**src/rtl/core/u8d_pkg.sv**
```systemverilog
// Package for the UTF-8 code point decoder.
// Holds the command type passed from the decode front to the result back end,
// byte class constants and default sizes. No dependencies.
package u8d_pkg;

   localparam int CMD_QUEUE_DEPTH = 4;

   localparam int CP_W = 21;

   localparam logic [CP_W-1:0] QMARK_CP = CP_W'(8'h3F);

   localparam logic [7:0] MASK_E0   = 8'hE0;
   localparam logic [7:0] MASK_F0   = 8'hF0;
   localparam logic [7:0] MASK_F8   = 8'hF8;
   localparam logic [7:0] MASK_C0   = 8'hC0;
   localparam logic [7:0] LEAD2_PAT = 8'hC0;
   localparam logic [7:0] LEAD3_PAT = 8'hE0;
   localparam logic [7:0] LEAD4_PAT = 8'hF0;
   localparam logic [7:0] CONT_PAT  = 8'h80;
   localparam logic [7:0] PAY2_MASK = 8'h1F;
   localparam logic [7:0] PAY3_MASK = 8'h0F;
   localparam logic [7:0] PAY4_MASK = 8'h07;
   localparam logic [7:0] CONT_MASK = 8'h3F;

   localparam logic [2:0] SEQ_NONE = 3'd0;
   localparam logic [2:0] SEQ_LEN2 = 3'd2;
   localparam logic [2:0] SEQ_LEN3 = 3'd3;
   localparam logic [2:0] SEQ_LEN4 = 3'd4;

   // One decoded byte: rep_count replaced '?' items, then an optional tail item.
   typedef struct packed {
      logic [1:0]      rep_count;
      logic            has_tail;
      logic [CP_W-1:0] tail_cp;
      logic            tail_replaced;
      logic            tail_end;
   } cmd_type;

endpackage

```
**src/rtl/core/utf8_codepoint_decoder.sv**
```systemverilog
// Top level of the UTF-8 code point decoder: decode front, command queue,
// result back end. Depends on u8d_pkg, u8d_front, u8d_cmd_queue, u8d_back.
//
//   channel  | handshake    | payload
//   ---------+--------------+-----------------------------------------------
//   request  | push / full  | req_text_byte
//   response | pop / empty  | rsp_code_point, rsp_replaced, rsp_text_end,
//            |              | rsp_last_in_run
//
// One byte is taken per cycle while the queue is not full; each byte gives 0
// to 4 items, one item per cycle from the result register unless it waits on pop.
// A broken sequence yields up to four items from one command; bytes that keep
// coming meanwhile queue up, so full can rise even with pop held
// high, and stays up while the command queue (QueueDepth entries) waits on pop.
// Synchronous reset closes any open sequence and empties queue and result register.
module utf8_codepoint_decoder #(
   parameter int QueueDepth = u8d_pkg::CMD_QUEUE_DEPTH
) (
   input  logic                     clock,
   input  logic                     reset,
   input  logic                     push,
   output logic                     full,
   input  logic [7:0]               req_text_byte,
   output logic                     empty,
   input  logic                     pop,
   output logic [u8d_pkg::CP_W-1:0] rsp_code_point,
   output logic                     rsp_replaced,
   output logic                     rsp_text_end,
   output logic                     rsp_last_in_run
);
   import u8d_pkg::*;

   cmd_type wr_cmd, head;
   logic    cmd_valid, q_full, q_valid, rd_en;

   assign full = q_full;

   u8d_front u_front (
      .clock         (clock),
      .reset         (reset),
      .push          (push),
      .req_text_byte (req_text_byte),
      .q_full        (q_full),
      .cmd_valid     (cmd_valid),
      .cmd           (wr_cmd)
   );

   u8d_cmd_queue #(
      .Depth (QueueDepth)
   ) u_queue (
      .clock   (clock),
      .reset   (reset),
      .wr_en   (cmd_valid),
      .wr_cmd  (wr_cmd),
      .rd_en   (rd_en),
      .rd_cmd  (head),
      .q_full  (q_full),
      .q_valid (q_valid)
   );

   u8d_back u_back (
      .clock           (clock),
      .reset           (reset),
      .q_valid         (q_valid),
      .head            (head),
      .rd_en           (rd_en),
      .pop             (pop),
      .empty           (empty),
      .rsp_code_point  (rsp_code_point),
      .rsp_replaced    (rsp_replaced),
      .rsp_text_end    (rsp_text_end),
      .rsp_last_in_run (rsp_last_in_run)
   );

endmodule

```
**src/rtl/core/u8d_front.sv**
```systemverilog
// Decode front end: accepts text bytes, tracks the open UTF-8 sequence and
// turns each byte into at most one back end command. Depends on u8d_pkg.
module u8d_front (
   input  logic             clock,
   input  logic             reset,
   input  logic             push,
   input  logic [7:0]       req_text_byte,
   input  logic             q_full,
   output logic             cmd_valid,
   output u8d_pkg::cmd_type cmd
);
   import u8d_pkg::*;

   logic [2:0]      seq_len_ff, seq_len_in;
   logic [1:0]      held_ff, held_in;
   logic [CP_W-1:0] partial_ff, partial_in;

   logic            accept;
   logic            is_cont;
   logic [1:0]      held_inc;
   logic [CP_W-1:0] shifted;
   logic [7:0]      b;

   assign b        = req_text_byte;
   assign is_cont  = (b & MASK_C0) == CONT_PAT;
   assign held_inc = held_ff + 2'd1;
   assign shifted  = {partial_ff[CP_W-7:0], b[5:0]};
   assign accept   = push && !q_full;

   always_comb begin
      cmd        = '0;
      seq_len_in = seq_len_ff;
      held_in    = held_ff;
      partial_in = partial_ff;
      if (seq_len_ff != SEQ_NONE && is_cont) begin
         if ({1'b0, held_inc} + 3'd1 >= seq_len_ff) begin
            cmd.has_tail = 1'b1;
            cmd.tail_cp  = shifted;
            seq_len_in   = SEQ_NONE;
            held_in      = '0;
            partial_in   = '0;
         end else begin
            held_in    = held_inc;
            partial_in = shifted;
         end
      end else begin
         // broken sequence: lead plus held continuations become '?'
         if (seq_len_ff != SEQ_NONE) begin
            cmd.rep_count = held_inc;
         end
         seq_len_in = SEQ_NONE;
         held_in    = '0;
         partial_in = '0;
         priority if (b == 8'h00) begin
            cmd.has_tail = 1'b1;
            cmd.tail_end = 1'b1;
         end else if (!b[7]) begin
            cmd.has_tail = 1'b1;
            cmd.tail_cp  = CP_W'(b);
         end else if ((b & MASK_E0) == LEAD2_PAT) begin
            seq_len_in = SEQ_LEN2;
            partial_in = CP_W'(b & PAY2_MASK);
         end else if ((b & MASK_F0) == LEAD3_PAT) begin
            seq_len_in = SEQ_LEN3;
            partial_in = CP_W'(b & PAY3_MASK);
         end else if ((b & MASK_F8) == LEAD4_PAT) begin
            seq_len_in = SEQ_LEN4;
            partial_in = CP_W'(b & PAY4_MASK);
         end else begin
            cmd.has_tail      = 1'b1;
            cmd.tail_cp       = QMARK_CP;
            cmd.tail_replaced = 1'b1;
         end
      end
   end

   assign cmd_valid = accept && (cmd.has_tail || cmd.rep_count != 2'd0);

   always_ff @(posedge clock) begin
      if (reset) begin
         seq_len_ff <= SEQ_NONE;
         held_ff    <= '0;
         partial_ff <= '0;
      end else if (accept) begin
         seq_len_ff <= seq_len_in;
         held_ff    <= held_in;
         partial_ff <= partial_in;
      end
   end

endmodule

```
**src/rtl/core/u8d_cmd_queue.sv**
```systemverilog
// Command queue between the decode front and the result back end.
// Register file with read and write pointers. Depends on u8d_pkg.
module u8d_cmd_queue #(
   parameter int Depth = u8d_pkg::CMD_QUEUE_DEPTH
) (
   input  logic             clock,
   input  logic             reset,
   input  logic             wr_en,
   input  u8d_pkg::cmd_type wr_cmd,
   input  logic             rd_en,
   output u8d_pkg::cmd_type rd_cmd,
   output logic             q_full,
   output logic             q_valid
);
   import u8d_pkg::*;

   localparam int PW = (Depth > 1) ? $clog2(Depth) : 1;
   localparam int CW = $clog2(Depth + 1);

   cmd_type         mem_ff [Depth];
   logic [PW-1:0]   wr_ptr_ff, rd_ptr_ff;
   logic [CW-1:0]   count_ff;

   assign q_full  = count_ff == CW'(Depth);
   assign q_valid = count_ff != '0;
   assign rd_cmd  = mem_ff[rd_ptr_ff];

   always_ff @(posedge clock) begin
      if (wr_en) begin
         mem_ff[wr_ptr_ff] <= wr_cmd;
      end
   end

   always_ff @(posedge clock) begin
      if (reset) begin
         wr_ptr_ff <= '0;
         rd_ptr_ff <= '0;
         count_ff  <= '0;
      end else begin
         if (wr_en) begin
            wr_ptr_ff <= (wr_ptr_ff == PW'(Depth - 1)) ? '0 : wr_ptr_ff + 1'b1;
         end
         if (rd_en) begin
            rd_ptr_ff <= (rd_ptr_ff == PW'(Depth - 1)) ? '0 : rd_ptr_ff + 1'b1;
         end
         if (wr_en && !rd_en) begin
            count_ff <= count_ff + 1'b1;
         end else if (rd_en && !wr_en) begin
            count_ff <= count_ff - 1'b1;
         end
      end
   end

endmodule

```
**src/rtl/core/u8d_back.sv**
```systemverilog
// Result back end: expands each queued command into result items, one per
// cycle unless held by pop, into the result register. Depends on u8d_pkg.
module u8d_back (
   input  logic                     clock,
   input  logic                     reset,
   input  logic                     q_valid,
   input  u8d_pkg::cmd_type         head,
   output logic                     rd_en,
   input  logic                     pop,
   output logic                     empty,
   output logic [u8d_pkg::CP_W-1:0] rsp_code_point,
   output logic                     rsp_replaced,
   output logic                     rsp_text_end,
   output logic                     rsp_last_in_run
);
   import u8d_pkg::*;

   logic [1:0]      idx_ff;
   logic            out_valid_ff;
   logic [CP_W-1:0] cp_ff;
   logic            rep_ff, end_ff, last_ff;

   logic            advance, in_rep, last_now;

   assign advance  = q_valid && (!out_valid_ff || pop);
   assign in_rep   = idx_ff < head.rep_count;
   assign last_now = in_rep ? (idx_ff == head.rep_count - 2'd1) && !head.has_tail : 1'b1;
   assign rd_en    = advance && last_now;

   always_ff @(posedge clock) begin
      if (reset) begin
         out_valid_ff <= 1'b0;
         idx_ff       <= '0;
      end else begin
         if (advance) begin
            out_valid_ff <= 1'b1;
            idx_ff       <= last_now ? 2'd0 : idx_ff + 2'd1;
         end else if (pop) begin
            out_valid_ff <= 1'b0;
         end
      end
   end

   always_ff @(posedge clock) begin
      if (advance) begin
         cp_ff   <= in_rep ? QMARK_CP : head.tail_cp;
         rep_ff  <= in_rep ? 1'b1 : head.tail_replaced;
         end_ff  <= in_rep ? 1'b0 : head.tail_end;
         last_ff <= last_now;
      end
   end

   assign empty           = !out_valid_ff;
   assign rsp_code_point  = cp_ff;
   assign rsp_replaced    = rep_ff;
   assign rsp_text_end    = end_ff;
   assign rsp_last_in_run = last_ff;

endmodule

```
**config.mk**
```make
export PLATFORM = sky130hd
export DESIGN_NAME = utf8_codepoint_decoder
export DESIGN_NICKNAME = d
export VERILOG_FILES = /design/src/rtl/core/u8d_pkg.sv /design/src/rtl/core/utf8_codepoint_decoder.sv /design/src/rtl/core/u8d_front.sv /design/src/rtl/core/u8d_cmd_queue.sv /design/src/rtl/core/u8d_back.sv
export SDC_FILE = /design/constraint.sdc
export NUM_CORES = 1
export LEC_CHECK = 0
export BUFFER_PORTS_ARGS = -buffer_cell sky130_fd_sc_hd__buf_2
export CAP_MARGIN = 20
export CORE_ASPECT_RATIO = 0.8
export CORE_MARGIN = 4
export CORE_UTILIZATION = 35
export CTS_BUF_LIST = sky130_fd_sc_hd__clkbuf_4 sky130_fd_sc_hd__clkbuf_8
export CTS_CLUSTER_DIAMETER = 200
export DETAILED_ROUTE_END_ITERATION = 16
export PLACE_DENSITY = 0.53
export SLEW_MARGIN = 30
export SYNTH_ARGS = -nofsm -noshare
export SYNTH_HDL_FRONTEND = slang
export SYNTH_SLANG_ARGS = --single-unit
export TNS_END_PERCENT = 5
```
**constraint.sdc**
```tcl
create_clock -name clock -period 7 [get_ports clock]
set_input_delay 0.7 -clock clock [delete_from_list [all_inputs] [get_ports clock]]
set_output_delay 0.7 -clock clock [all_outputs]
set_load 0.1 [all_outputs]
```
# Word level (Yosys, flattened, before mapping)
# Memory sizes are Yosys's and may differ from the RTL's. A register that Yosys moved wholly into a read port is not among the register bits.
# Index checks and enable logic that the tools add are counted.
dict set report word_totals {
  mem_count 1
  output_inout_bits 26
  ramBits 104
  input_bits 12
  register_bits 54
  word_cells 95
}
# memory words width read_ports rd_clocked_by_memory_dff write_ports line_no
set memory_table {}
lappend memory_table {u_queue.mem_ff 4 26 1 1 1 u8d_cmd_queue.sv:20} ;# cmd_type mem_ff [Depth];
dict set report classes {
  n_addsub 8
  eq_ne 9
  n_reduce_logical 22
  magnitude_cmp 2
  mux 41
}
# cell n
set ops {}
lappend ops {{22-bit two-way mux} 4}
lappend ops {{15-bit two-way mux} 5}
lappend ops {{23-bit two-way mux} 3}
lappend ops {{3-bit two-way mux} 10}
lappend ops {{2-bit two-way mux} 10}
lappend ops {{2-bit by 1-bit adder with 2-bit output, second input constant} 4}
lappend ops {{1-bit logical AND} 8}
lappend ops {{8-bit zero test} 1}
lappend ops {{1-bit two-way mux} 8}
lappend ops {{2-bit == test, second input constant} 3}
lappend ops {{3-bit == test, second input constant} 2}
lappend ops {{2-bit nonzero test} 3}
lappend ops {{3-bit nonzero test} 2}
lappend ops {{5-bit == test, second input constant} 1}
lappend ops {{1-bit zero test} 5}
lappend ops {{4-bit == test, second input constant} 1}
lappend ops {{4-bit two-way mux} 1}
lappend ops {{2-bit by 1-bit adder with 3-bit output, second input constant} 1}
lappend ops {{3-bit by 1-bit adder with 3-bit output, second input constant} 1}
lappend ops {{3-bit >= comparator} 1}
lappend ops {{3-bit by 1-bit subtractor with 3-bit output, second input constant} 1}
lappend ops {{2-bit == test} 1}
lappend ops {{1-bit logical OR} 2}
lappend ops {{2-bit less-than comparator} 1}
lappend ops {{3 further kinds} 3}

# Logic depth before layout (Yosys ltp)
# Gate-level depths: netlist (run 1).
dict set report logic_depth {
  ltp_word 13
  mapped_depth 14
  depth_no_buf 13
}

# By module
# From an unflattened synthesis (run 1), not the netlist that was laid out.
dict set report unflattened {
  hier_cells 414
  area_unflattened_um2 6576.3
}
# module instances area_each_um2 cells_per_inst seq_area_each_um2
set modules_own_cells {}
lappend modules_own_cells {u8d_cmd_queue 1 4239.1 180 3303.2}
lappend modules_own_cells {u8d_front 1 1224.9 154 400.4}
lappend modules_own_cells {u8d_back 1 1112.3 80 780.7}

# Worst setup path after synthesis (run 1)
# OpenSTA, ideal clock, no wires.
dict set report synth_timing {
  kind {register -> register}
  startpoint {register u_queue.count_ff[0]}
  endpoint {register u_queue.count_ff[2]}
  path_slack_ns 2.739
  period_less_slack_ns 4.261
  required_time_ns 6.930
  setup_ns 0.070
  path_buffers 0
  arrival_time_ns 4.190
  path_stages_with_launch 11
  path_cell_list {dfxtp_1 > nor3b_1 > nand2b_1 > a211o_1 > o31ai_2 > ha_1 > inv_1 > fa_1 > xor2_1 > or3_1 > a21oi_1}
}
dict set report synth_between {
  elab_chain_len 7
  word_cells_on_any_way 16
  classes_between {add/sub: 2; eq/ne: 1; mux: 2; reduce/logical: 11}
}
# item line_no
set synth_lines {}
lappend synth_lines {{start: declaration} u8d_cmd_queue.sv:22} ;# logic [CW-1:0] count_ff;
lappend synth_lines {{start signal: assignment} u8d_cmd_queue.sv:47} ;# count_ff <= count_ff + 1'b1;
lappend synth_lines {{start signal: assignment} u8d_cmd_queue.sv:49} ;# count_ff <= count_ff - 1'b1;
lappend synth_lines {{3-bit == test *} u8d_cmd_queue.sv:24} ;# assign q_full = count_ff == CW'(Depth);
lappend synth_lines {{net full} utf8_codepoint_decoder.sv:22} ;# output logic full,
lappend synth_lines {{1-bit zero test *} u8d_front.sv:28} ;# assign accept = push && !q_full;
lappend synth_lines {{1-bit logical AND *} u8d_front.sv:28}
lappend synth_lines {{1-bit logical AND *} u8d_front.sv:77} ;# assign cmd_valid = accept && (cmd.has_tail || cmd.rep_count != 2'd0);
lappend synth_lines {{net cmd_valid} utf8_codepoint_decoder.sv:34} ;# logic cmd_valid, q_full, q_valid, rd_en;
lappend synth_lines {{1-bit zero test} u8d_cmd_queue.sv:48} ;# end else if (rd_en && !wr_en) begin
lappend synth_lines {{1-bit logical AND} u8d_cmd_queue.sv:48}
lappend synth_lines {{2-bit nonzero test (no line)} --}
# The timed path passes the listed nets; every way through them passes the cells marked *. The select of a mux whose other input is x is not followed.
# A chain may end at the register's enable or synchronous reset.

# Final worst setup path (run 1)
dict set report layout_timing {
  startpoint {register u_front.held_ff[0]}
  endpoint {register u_queue.count_ff[2]}
}
dict set report layout_between {
  elab_chain_len 10
  word_cells_on_any_way 15
  classes_between {add/sub: 2; order compare: 1; mux: 5; reduce/logical: 7}
}
# item line_no
set layout_lines {}
lappend layout_lines {{start: declaration} u8d_front.sv:15} ;# logic [1:0] held_ff, held_in;
lappend layout_lines {{start signal: assignment} u8d_front.sv:86} ;# held_ff <= held_in;
lappend layout_lines {{2-bit by 1-bit adder with 2-bit output *} u8d_front.sv:26} ;# assign held_inc = held_ff + 2'd1;
lappend layout_lines {{2-bit by 1-bit adder with 3-bit output} u8d_front.sv:36} ;# if ({1'b0, held_inc} + 3'd1 >= seq_len_ff) begin
lappend layout_lines {{3-bit >= comparator} u8d_front.sv:36}
lappend layout_lines {{22-bit two-way mux} u8d_front.sv:36}
lappend layout_lines {{22-bit two-way mux} u8d_front.sv:35} ;# if (seq_len_ff != SEQ_NONE && is_cont) begin
lappend layout_lines {{1-bit logical OR *} u8d_front.sv:77}
lappend layout_lines {{1-bit logical AND *} u8d_front.sv:77}
lappend layout_lines {{net cmd_valid} utf8_codepoint_decoder.sv:34}
lappend layout_lines {{1-bit zero test} u8d_cmd_queue.sv:48}
lappend layout_lines {{1-bit logical AND} u8d_cmd_queue.sv:48}
lappend layout_lines {{2-bit nonzero test (no line)} --}
# The timed path passes the listed nets; every way through them passes the cells marked *.

==> qor.csv, run 1 <==
metric;value;unit
first-iteration detailed-routing DRC count;220;
Netlist Area Pre-Place;6410;um^2
share of the clock period used by the worst path;51.3;%
post-CTS clock slew at the launch and capture registers of the worst setup and hold paths;0.09;ns
synthesized-area fraction occupied by ao, oa, aoi and oai cells;5.17;%
switching power as a share of total power;40.9;%
number of warning messages in the yosys log;0;
critical path launch point;u_front.held_ff[0]$_SDFFE_PP0P_;
routability congestion estimate from global placement;0.730;
Worst path most repeated cell;sky130_fd_sc_hd__ha_1;
static leakage;0.00246;uW
CTS sink cnt;160;
Overflow after GRT;0;
placement-stage worst setup slack;3.45;ns
async set or reset register ratio after synthesis;0;%
most instantiated library cell after synthesis;sky130_fd_sc_hd__edfxtp_1;
TritonRoute pass-1 iters;4;
post-layout net count;480;
relative contribution of sequential cells to total power;42.6;%
die outline width;159;um
DRC violations left;0;
cells along the critical path;inv_1 > ha_1 > xor2_1 > ha_1 > a21o_1 > a211oi_1 > buf_4 > o31ai_2 > ha_1 > inv_1 > fa_1 > xor2_1 > or3_1 > a21oi_1;
power density over cell area;418;nW/um^2
number of H-tree levels;4;
utilization of the core after routing;41.0;%
hold path start;u_front.partial_ff[11]$_SDFFE_PP0P_;
Top delay family on crit path;adder cells;
Combinational Power Share;35.2;%
slew of the pin with the lowest slew margin;0.900;ns
post-synthesis mux area share;9.79;%
DR vias/cell;4.90;
CP Data Arrival Time;3.98;ns
power dissipated by switching net loads;1240;uW
type of the tightest min-delay check;register to register;
Clock Skews;0.0158;ns
critical path start-end classification;register to register;
number of instances in the synthesized netlist;414;
synthesized netlist net count;439;
internal power component;1780;uW
fraction of the mapped netlist area in simple logic gates;9.11;%
number of setup violations in the final report;0;
cell accounting for the most synthesized area;sky130_fd_sc_hd__edfxtp_1;
area share of the largest cell type after synthesis;59.9;%
Main synth FF type;sky130_fd_sc_hd__edfxtp_1;
antenna violations before repair;1;
flop and latch count out of synthesis;160;
floorplan die height;129;um
outcome;finished, final reports clean;
global-route wire length before repair;18.8;mm
Clk network pwr share;22.3;%
maximum number of buffers from clock root to sink;2;
worst IR drop on VDD;240;uV
CTS buffer count;17;
via count;3397;
Area Overhead vs Synth;12.8;%
overall fraction of global-route tracks in use;12.3;%
post-route setup TNS;0;ns
Cell variety after synth;43;
HPWL after detailed placement;7.32;mm
synthesized area per cell;15.5;um^2
antenna cells;0;
die area;20600;um^2
time the final worst path needs with I/O delays and setup;3.59;ns
final count of pins violating max slew;0;
crit start category;register;
CTS tree;yes;
Area contributors post-synth;sky130_fd_sc_hd__edfxtp_1 (60%), sky130_fd_sc_hd__dfxtp_1 (10%), sky130_fd_sc_hd__mux4_2 (8.1%);
top cell types by occurrence after synthesis;sky130_fd_sc_hd__edfxtp_1 (128), sky130_fd_sc_hd__dfxtp_1 (32), sky130_fd_sc_hd__a21oi_1 (30), sky130_fd_sc_hd__nand2_1 (30), sky130_fd_sc_hd__mux4_2 (23);
area share of xor/xnor cells in the synthesized design;0.761;%
Max Fanout on Critical Path;12;
root buf cell;sky130_fd_sc_hd__clkbuf_8;
worst path buffer plus inverter count;3;
Crit path largest cell delay;0.50;ns
wire length reported by the detailed router;11.9;mm
worst setup margin;3.41;ns
Hold Violations, Final;0;
number of nets with antenna violations after detailed routing;0;
Port Buffer Count;37;
Max Clk Rate;278;MHz
largest family of logic cells by synthesized area;multiplexers;
worst reg2reg path startpoint;u_front.held_ff[0]$_SDFFE_PP0P_;
unrepaired setup endpoints after global routing;false;
number of enable flip-flop cells after synthesis;128;
Placement Rows;43;
fraction of final layout cells sized beyond drive strength 1;24.6;%
Max-cap violations;0;
I/O pin count;38;
number of global-route vias before repair;3367;
post-cts repair resize count;0;
data required time at the worst endpoint;7.39;ns
Max-slew headroom;40.0;%
# Post-CTS Setup Buffers;0;
Crit. End Element;register;
sequential fraction of the synthesis area;69.9;%
Initial Utilization;36.3;%
cell with the largest stage delay on the worst path;sky130_fd_sc_hd__o31ai_2;
clock network latency to the later pin of the worst-skew pair;0.45;ns
area share of fa/ha/maj cells after synthesis;2.65;%
routed wirelength normalized by instance count;17.2;um
standard cell core area;17600;um^2
largest net degree at the start of global routing;27;
hold-fix buffer count after cts;0;
==> worst paths after layout <==
check / end / slack (ns) / depth (start not counted)
worst max-delay path: u_queue.count_ff[2]$_SDFFE_PP0P_ / 3.41 / 14
worst min-delay path: u_front.partial_ff[11]$_SDFFE_PP0P_ / 0.46 / 2
worst max register to register: u_queue.count_ff[2]$_SDFFE_PP0P_ / 3.41 / 14
worst min register to register: u_front.partial_ff[11]$_SDFFE_PP0P_ / 0.46 / 2
==> placed cells by master (no fill, tap or decap), types with 3 or more instances in the layout <==
cell type / instances
sky130_fd_sc_hd__a21o_1: 3
sky130_fd_sc_hd__a21oi_1: 29
sky130_fd_sc_hd__and2_1: 14
sky130_fd_sc_hd__and2_2: 4
sky130_fd_sc_hd__buf_2: 37
sky130_fd_sc_hd__buf_4: 5
sky130_fd_sc_hd__clkbuf_8: 17
sky130_fd_sc_hd__clkinv_2: 3
sky130_fd_sc_hd__clkinv_4: 3
sky130_fd_sc_hd__clkinvlp_4: 3
sky130_fd_sc_hd__dfxtp_1: 31
sky130_fd_sc_hd__edfxtp_1: 128
sky130_fd_sc_hd__ha_1: 12
sky130_fd_sc_hd__inv_1: 21
sky130_fd_sc_hd__inv_6: 4
sky130_fd_sc_hd__mux4_1: 3
sky130_fd_sc_hd__mux4_2: 23
sky130_fd_sc_hd__nand2_1: 30
sky130_fd_sc_hd__nand2b_1: 5
sky130_fd_sc_hd__nand4_1: 4
sky130_fd_sc_hd__nor2_1: 15
sky130_fd_sc_hd__nor2b_1: 18
sky130_fd_sc_hd__nor3_1: 5
sky130_fd_sc_hd__o211ai_1: 3
sky130_fd_sc_hd__o21ai_0: 7
sky130_fd_sc_hd__or2_2: 9
sky130_fd_sc_hd__xor2_1: 3
==> power by group through the flow <==
stage          combinational (uW)  sequential [uW]  clock (uW)
3_5_place_dp                 1080             1310           0
6_report                     1060             1290         673
4_1_cts                      1080             1290         691
3_3_place_gp                 1070             1310           0
2_1_floorplan                 394             1790           0
5_1_grt                      1140             1310         736
==> final cells by class <==
type,count,area (um^2)
timing repair buffer,42,223
sequential,160,4490
clock inverter,15,159
multi-input combinational,213,1770
tap,225,282
clock buffer,17,234
inverter,21,78.8
fill,1622,10400
==> tightest hold or removal path: stages (launching register included) <==
cell	delay [ns]
sky130_fd_sc_hd__dfxtp_1	0.31
sky130_fd_sc_hd__nand2_1	0.05
sky130_fd_sc_hd__a21oi_1	0.06
==> metrics by stage <==
step	hold WS [ns]	total power (uW)	cells	cell area, um^2
finish	0.458	3020	693	7240
detailed placement	0.445	2390	661	6840
CTS	0.457	3070	693	7240
global route	0.479	3180	693	7240
global placement	0.441	2380	661	6840
floorplan	0.432	2190	414	6410
==> metal layers <==
layer	vias up	wire (um)	global-route usage (%)
li1	1615	-	-
met1	1714	5910	17.2
met2	58	5360	18.3
met3	10	489	3.43
met4	0	140	4.74
met5	-	0	0
==> kinds of logic (layout without fill, tap and decap cells) <==
kind of cell    after synthesis  count (layout)
xor+xnor                      4               4
compound gates               55              55
mux                          29              29
fa+ha+maj                    13              13
flops                       160             160
simple gates                112             112
buf+inv                      41              95
==> state kept, by name (all words and copies together), names as in the netlist, named ones only <==
name                    flops
u_back.rsp_last_in_run      1
u_front.partial_ff         15
u_queue.count_ff            3
u_queue.mem_ff            104
u_front.held_ff             2
u_back.rsp_code_point      21
u_back.rsp_replaced         1
u_back.idx_ff               2
u_back.out_valid_ff         1
u_queue.rd_ptr_ff           2
u_front.seq_len_ff          3
u_queue.wr_ptr_ff           2
u_back.rsp_text_end         1
No activity file was read; power rests on OpenSTA's default activity.
==> run 2, diff against run 1 <==
- ABC_AREA: default -> 1
- clock period: 7 -> 3.65 ns (I/O delays scaled with it)
==> run 2 against run 1 <==
  * Total power rose by 110%
  * Utilization fell by 0.11 points
  * Sequential share of layout area fell by 2.6 points
  * Clock-buffer cell count rose by 1
  * Via count rose by 26%
  * Critical path depth rose by 7
  * Sequential power rose by 95%
  * First-iteration DRC count rose by 94%
  * Die area rose by 4.2%
  * Highest routed layer unchanged
  * Area after synthesis rose by 4.4%
  * Non-clock buffer count rose by 6
  * Clock power rose by 89%
==> qor.csv, run 2 <==
metric;value;unit;change
outcome;finished, final reports clean;;
Worst path most repeated cell;sky130_fd_sc_hd__nand2_1;;
number of warning messages in the yosys log;0;;unchanged
Max Fanout on Critical Path;16;;+4
Max Clk Rate;294;MHz;+5.6%
Initial Utilization;36.3;%;about the same
Crit path largest cell delay;0.39;ns;-0.11 ns
Clk network pwr share;20.0;%;-2.3 points
clock network latency to the later pin of the worst-skew pair;0.45;ns;about the same
critical path start-end classification;register to register;;
worst IR drop on VDD;382;uV;+59%
first-iteration detailed-routing DRC count;427;;+94%
crit start category;register;;
flop and latch count out of synthesis;160;;unchanged
share of the clock period used by the worst path;93.2;%;+42 points
area share of the largest cell type after synthesis;57.4;%;-2.6 points
filler cell count in the final layout;1764;;+8.8%
Placement Rows;44;;+2.3%
antenna cells;0;;unchanged
post-route setup TNS;0;ns;unchanged
final cell count without fillers;890;;+28%
Top reg by flops;u_queue.mem_ff;;
largest net degree at the start of global routing;51;;+89%
global-route wire length before repair;22.5;mm;+19%
number of nets with antenna violations after detailed routing;0;;unchanged
synthesized netlist net count;607;;+38%
CTS buffer count;17;;unchanged
most utilized layer in the global route result;met1;;
number of enable flip-flop cells after synthesis;128;;unchanged
most frequent standard cell in the layout excluding fill and tap cells;sky130_fd_sc_hd__edfxtp_1;;
Area contributors post-synth;sky130_fd_sc_hd__edfxtp_1 (57%), sky130_fd_sc_hd__dfxtp_1 (9.6%), sky130_fd_sc_hd__nor2_1 (5.9%);;
top cell types by occurrence after synthesis;sky130_fd_sc_hd__edfxtp_1 (128), sky130_fd_sc_hd__nor2_1 (106), sky130_fd_sc_hd__o21ai_0 (57);;
slew of the pin with the lowest slew margin;0.638;ns;-0.262 ns
power density over cell area;841;nW/um^2;+100%
internal power component;3530;uW;+98%
routability congestion estimate from global placement;0.747;;+2.4%
met2 track demand over resource in global routing;19.9;%;+1.6 points
Max-slew headroom;57.2;%;+17 points
switching power as a share of total power;44.4;%;+3.5 points
async set or reset register ratio after synthesis;0;%;unchanged
number of H-tree levels;4;;unchanged
synthesized area per cell;11.5;um^2;-26%
CP Data Arrival Time;3.74;ns;-0.24 ns
wire length reported by the detailed router;14.4;mm;+21%
Crit. End Element;register;;
static leakage;0.00276;uW;+12%
hold-fix buffer count after cts;0;;unchanged
post-CTS clock slew at the launch and capture registers of the worst setup and hold paths;0.08;ns;about the same
Area Overhead vs Synth;12.6;%;
Port Buffer Count;37;;unchanged
root buf cell;sky130_fd_sc_hd__clkbuf_8;;
Clock Skews;0.00954;ns;-0.00624 ns
Combinational Power Share;40.4;%;+5.2 points
overall fraction of global-route tracks in use;13.8;%;+1.5 points
Max-cap violations;0;;unchanged
cell with the largest stage delay on the worst path;sky130_fd_sc_hd__dfxtp_1;;
final count of pins violating max slew;0;;unchanged
number of instances in the synthesized netlist;582;;+41%
power dissipated by switching net loads;2820;uW;+130%
unrepaired setup endpoints after global routing;false;;
number of cells after detailed placement;858;;+30%
Main synth FF type;sky130_fd_sc_hd__edfxtp_1;;
highest-count cells in the layout ignoring fill and taps;sky130_fd_sc_hd__edfxtp_1 (128), sky130_fd_sc_hd__nor2_1 (102), sky130_fd_sc_hd__o21ai_0 (57);;
fraction of final layout cells sized beyond drive strength 1;19.9;%;-4.6 points
post-layout instance area;7540;um^2;+4.2%
CTS sink cnt;160;;unchanged
maximum number of buffers from clock root to sink;2;;unchanged
I/O pin count;38;;unchanged
Post-Place Cell Area;7160;um^2;+4.6%
CTS tree;yes;;
HPWL after detailed placement;8.79;mm;+20%
post-layout net count;649;;+35%
Overflow after GRT;0;;unchanged
floorplan die height;132;um;+2.1%
standard cell core area;18400;um^2;+4.5%
DRC violations left;0;;unchanged
time the final worst path needs with I/O delays and setup;3.40;ns;-0.191 ns
met3 track demand over resource in global routing;3.91;%;+0.47 points
Netlist Area Pre-Place;6700;um^2;+4.4%
number of setup violations in the final report;0;;unchanged
Hold Violations, Final;0;;unchanged
Largest register FFs;104;;unchanged
met1 demand-to-capacity share in global routing;20.4;%;+3.1 points
number of global-route vias before repair;4000;;+19%
via count;4287;;+26%
most instantiated library cell after synthesis;sky130_fd_sc_hd__edfxtp_1;;
data required time at the worst endpoint;3.98;ns;-3.41 ns
sequential fraction of the synthesis area;66.9;%;-3.0 points
routed wirelength normalized by instance count;16.2;um;-5.7%
TritonRoute pass-1 iters;5;;+1
cell accounting for the most synthesized area;sky130_fd_sc_hd__edfxtp_1;;
die area;21400;um^2;+4.2%
type of the tightest min-delay check;input pin to register;;
relative contribution of sequential cells to total power;39.6;%;-3.0 points
cells along the critical path;inv_1 > ha_1 > xor2_1 > ha_1 > nand2_1 > nor2_1 > nor3_2 > nand2_1 > inv_4 > nand2_4 > nand2_1 > nand2_1 > nand2_2 > inv_2 > ha_1 > inv_1 > fa_1 > a21oi_1 > o21ai_0 > o21ai_0 > a21oi_1;;
antenna violations before repair;0;;-1
die outline width;163;um;+2.1%
DR vias/cell;4.82;;-1.7%
Cell variety after synth;40;;-7.0%
run 2: layout make-up:
| cell class | count | area (um^2) | area share [%] |
|---|---|---|---|
| clock buffer | 18 | 241 | 3.20 |
| clock inverter | 14 | 139 | 1.84 |
| inverter | 59 | 231 | 3.07 |
| multi-input combinational | 338 | 1860 | 24.7 |
| sequential | 160 | 4480 | 59.5 |
| tap | 253 | 317 | 4.20 |
| timing repair buffer | 48 | 268 | 3.55 |
run 2: through the flow:
step	util [%]	setup WS (ns)	hold WS (ns)	total power, uW
floorplan	-	0.304	0.461	4600
global placement	38.8	0.416	0.492	5100
detailed placement	38.8	0.274	0.494	5150
CTS	40.9	0.261	0.167	6420
global route	40.9	0.0160	0.179	6710
finish	40.9	0.248	0.195	6340
run 2: kinds of logic (layout without fill, tap and decap cells):
group	Yosys count	in the layout	synth area share, %
AOI/OAI and AO/OA	134	134	12.1
xor gates and xnor gates	1	1	0.131
and+or+nand+nor	190	190	12.8
buffers and inverters	84	139	5.42
DFF	160	160	66.9
adders and majority gates	13	13	2.54
run 2: worst max-delay path, delay by kind of cell, from the launching register on:
family,cells,cell delay (ns)
xor gates and xnor gates,1,0.17
DFF,1,0.39
buffers and inverters,4,0.38
and+or+nand+nor,8,0.69
adders and majority gates,4,1.17
AOI/OAI and AO/OA,4,0.48
run 2: per-layer routing:
layer / routed length, um / vias up
met4: 144 / 0
li1: - / 2113
met3: 778 / 11
met1: 7210 / 2066
met2: 6290 / 97
met5: 0 / -
run 2: path summary, 6_finish.rpt:
| path | from | end | slack (ns) | cells past startpoint |
|---|---|---|---|---|
| worst max-delay path | u_front.held_ff[0]$_SDFFE_PP0P_ | u_queue.count_ff[2]$_SDFFE_PP0P_ | 0.25 | 21 |
| worst max register to register | u_front.held_ff[0]$_SDFFE_PP0P_ | u_queue.count_ff[2]$_SDFFE_PP0P_ | 0.25 | 21 |
| worst min register to register | u_front.partial_ff[7]$_SDFFE_PP0P_ | u_front.partial_ff[13]$_SDFFE_PP0P_ | 0.51 | 2 |
| worst min-delay path | req_text_byte[1] | u_front.partial_ff[1]$_SDFFE_PP0P_ | 0.20 | 3 |
run 2: timing repair:
action / CTS / global route
endpoints found under the hold margin: 0 / 0
resized for setup: 0 / 2
endpoints found under the setup margin: 0 / 1
buffers inserted: 0 / 0
run 2: power groups by stage:
stage	combinational (uW)	clock (uW)	sequential, uW
2_1_floorplan	1120	0	3490
3_3_place_gp	2550	0	2550
3_5_place_dp	2600	0	2550
4_1_cts	2600	1300	2510
5_1_grt	2790	1380	2540
6_report	2560	1270	2510
==> run 3, diff against run 2 <==
- ABC_AREA: 1 -> default
- CTS_BUF_LIST: sky130_fd_sc_hd__clkbuf_4 sky130_fd_sc_hd__clkbuf_8 -> sky130_fd_sc_hd__clkbuf_16
==> run 3 against run 2 <==
  * Hold slack better by 0.028 ns
  * Cell count is 21% lower
  * Critical path depth is 8 lower
  * Sequential share of layout area is 0.58 points higher
  * Flip-flop and latch count stayed put
  * Non-clock buffer count is 4 higher
  * Critical path type unchanged
  * Largest cell class unchanged
  * Largest power group is now sequential cells
==> qor.csv, run 3 (same netlist as run 1, synthesis figures left out) <==
metric;value;unit;change
highest-count cells in the layout ignoring fill and taps;sky130_fd_sc_hd__edfxtp_1 (128), sky130_fd_sc_hd__buf_2 (37), sky130_fd_sc_hd__dfxtp_1 (31);;
post-route setup TNS;0;ns;unchanged
CTS buffer count;17;;unchanged
Max Clk Rate;313;MHz;+6.5%
wire length reported by the detailed router;12.1;mm;-16%
hold path start;pop;;
Max-slew headroom;37.8;%;-19 points
cell with the largest stage delay on the worst path;sky130_fd_sc_hd__dfxtp_1;;
worst reg2reg endpoint;u_queue.count_ff[2]$_SDFFE_PP0P_;;
fraction of final layout cells sized beyond drive strength 1;24.7;%;+4.7 points
floorplan die height;129;um;-2.0%
combined area of the multi-input logic cells;1770;um^2;-4.8%
worst IR drop on VDD;380;uV;-0.61%
number of setup violations in the final report;0;;unchanged
Port Buffer Count;37;;unchanged
Top reg by flops;u_queue.mem_ff;;
type of the tightest min-delay check;input pin to register;;
CP Data Arrival Time;3.54;ns;-0.20 ns
antenna violations before repair;0;;unchanged
standard cell core area;17600;um^2;-4.3%
critical path start-end classification;register to register;;
post-CTS clock slew at the launch and capture registers of the worst setup and hold paths;0.06;ns;-0.02 ns
Area Overhead vs Synth;16.5;%;
routed wirelength normalized by instance count;17.2;um;+6.0%
clock network latency to the later pin of the worst-skew pair;0.42;ns;-0.03 ns
routability congestion estimate from global placement;0.793;;+6.2%
data required time at the worst endpoint;3.99;ns;about the same
Overflow after GRT;0;;unchanged
first-iteration detailed-routing DRC count;147;;-66%
register area;4490;um^2;about the same
# Post-CTS Setup Buffers;0;;unchanged
number of global-route vias before repair;3513;;-12%
antenna cells;0;;unchanged
crit start category;register;;
cells along the critical path;inv_1 > ha_1 > xor2_1 > ha_1 > a21o_1 > a211oi_1 > o31ai_2 > ha_1 > inv_1 > fa_1 > xor2_1 > or3_1 > a21oi_1;;
via count;3422;;-20%
number of nets with antenna violations after detailed routing;0;;unchanged
CTS sink cnt;160;;unchanged
HPWL after detailed placement;7.61;mm;-13%
static leakage;0.00259;uW;-6.1%
unrepaired setup endpoints after global routing;false;;
overall fraction of global-route tracks in use;12.5;%;-1.2 points
CTS tree;yes;;
largest net degree at the start of global routing;27;;-47%
die area;20600;um^2;-4.0%
Max-cap violations;0;;unchanged
final count of pins violating max slew;0;;unchanged
Hold Violations, Final;0;;unchanged
worst-case reg-to-reg path depth;13;;-38%
post-cts repair resize count;0;;unchanged
die outline width;159;um;-2.0%
worst hold slack;0.223;ns;+0.0275 ns
Placement Rows;43;;-2.3%
share of the clock period used by the worst path;87.6;%;-5.6 points
worst path buffer plus inverter count;2;;-2
Worst R2R Setup Slack;0.45;ns;+0.21 ns
Max Fanout on Critical Path;5;;-11
hold-fix buffer count after cts;0;;unchanged
number of H-tree levels;4;;unchanged
power density over cell area;830;nW/um^2;-1.3%
Largest register FFs;104;;unchanged
Worst path most repeated cell;sky130_fd_sc_hd__ha_1;;
worst reg2reg path startpoint;u_front.held_ff[0]$_SDFFE_PP0P_;;
global-route wire length before repair;19.4;mm;-14%
Crit path largest cell delay;0.42;ns;+0.03 ns
time the final worst path needs with I/O delays and setup;3.20;ns;-0.206 ns
DR vias/cell;4.87;;+1.1%
post-layout net count;490;;-24%
Initial Utilization;36.3;%;about the same
Clock Skews;0.00850;ns;-0.00104 ns
Crit. End Element;register;;
hold path depth;4;;+1
filler cell count in the final layout;1599;;-9.4%
most frequent standard cell in the layout excluding fill and tap cells;sky130_fd_sc_hd__edfxtp_1;;
Hold Crit Endpoint;u_back.out_valid_ff$_SDFFE_PP0P_;;
slew of the pin with the lowest slew margin;0.932;ns;+0.294 ns
TritonRoute pass-1 iters;4;;-1
maximum number of buffers from clock root to sink;2;;unchanged
outcome;finished, final reports clean;;
Top delay family on crit path;adder cells;;
DRC violations left;0;;unchanged
root buf cell;sky130_fd_sc_hd__clkbuf_16;;
I/O pin count;38;;unchanged
## run 3: changes by cell type in the layout (fill, tap and decap cells not counted), moves of 7 or more
cell / change
sky130_fd_sc_hd__nand2_1: -8
sky130_fd_sc_hd__a21oi_1: -7
sky130_fd_sc_hd__inv_2: -8
sky130_fd_sc_hd__o21ai_0: -50
sky130_fd_sc_hd__nor2_1: -87
sky130_fd_sc_hd__nand3_1: -7
sky130_fd_sc_hd__and2_1: +18
sky130_fd_sc_hd__a211oi_2: -9
sky130_fd_sc_hd__nor2b_1: +18
sky130_fd_sc_hd__inv_1: -24
sky130_fd_sc_hd__o211ai_1: -12
sky130_fd_sc_hd__clkbuf_16: +17
sky130_fd_sc_hd__clkbuf_8: -17
sky130_fd_sc_hd__mux4_2: +23
## run 3: how the worst max path moves through the flow
| stage | startpoint | endpoint | slack, ns | cells past startpoint |
|---|---|---|---|---|
| 6_report | u_front.held_ff[0]$_SDFFE_PP0P_ | u_queue.count_ff[2]$_SDFFE_PP0P_ | 0.45 | 13 |
| 5_1_grt | u_front.held_ff[0]$_SDFFE_PP0P_ | u_queue.count_ff[2]$_SDFFE_PP0P_ | 0.22 | 13 |
| 4_1_cts | u_front.held_ff[0]$_SDFFE_PP0P_ | u_queue.count_ff[2]$_SDFFE_PP0P_ | 0.43 | 13 |
| 3_5_place_dp | u_front.held_ff[0]$_SDFFE_PP0P_ | u_queue.count_ff[2]$_SDFFE_PP0P_ | 0.45 | 13 |
| 3_3_place_gp | u_front.held_ff[0]$_SDFFE_PP0P_ | u_queue.count_ff[2]$_SDFFE_PP0P_ | 0.60 | 13 |
| 2_1_floorplan | u_queue.count_ff[0]$_SDFFE_PP0P_ | u_queue.count_ff[2]$_SDFFE_PP0P_ | 0.47 | 10 |
## run 3: routing by layer
layer,part of all wire (%),track usage [%],vias up
li1,-,-,1647
met1,48,17.2,1707
met2,46,19.1,56
met3,4.9,4.26,12
met4,1.0,3.67,0
met5,0,0,-
## run 3: power by group
group	leakage (uW)	switching (uW)	internal [uW]
registers	0.00145	91.0	2340
logic	0.000868	1620	487
clock network	0.000275	669	988
## run 3: tightest hold or removal path: cells and delay by family
| family | cells | cell delay (ns) |
|---|---|---|
| AOI/OAI and AO/OA | 1 | 0.05 |
| buffers and inverters | 2 | 0.11 |
| and+or+nand+nor | 1 | 0.06 |
## run 3: stage by stage
stage	instance area [um^2]	total power, uW	worst slack (ns)	utilization [%]	instances
finish	7470	6200	0.454	42.3	703
global route	7470	6520	0.221	42.3	703
CTS	7470	6300	0.432	42.3	703
detailed placement	6920	4630	0.455	39.2	671
global placement	6920	4590	0.600	39.2	671
floorplan	6420	4190	0.472	-	414
## run 3: final cells by class
class	instances	share of cell area, %
Timing Repair Buffer	52	3.99
Inverter	21	1.06
Tap cell	225	3.77
Sequential cell	160	60.0
Multi-Input combinational cell	213	23.7
Clock buffer	17	5.69
Clock inverter	15	1.74
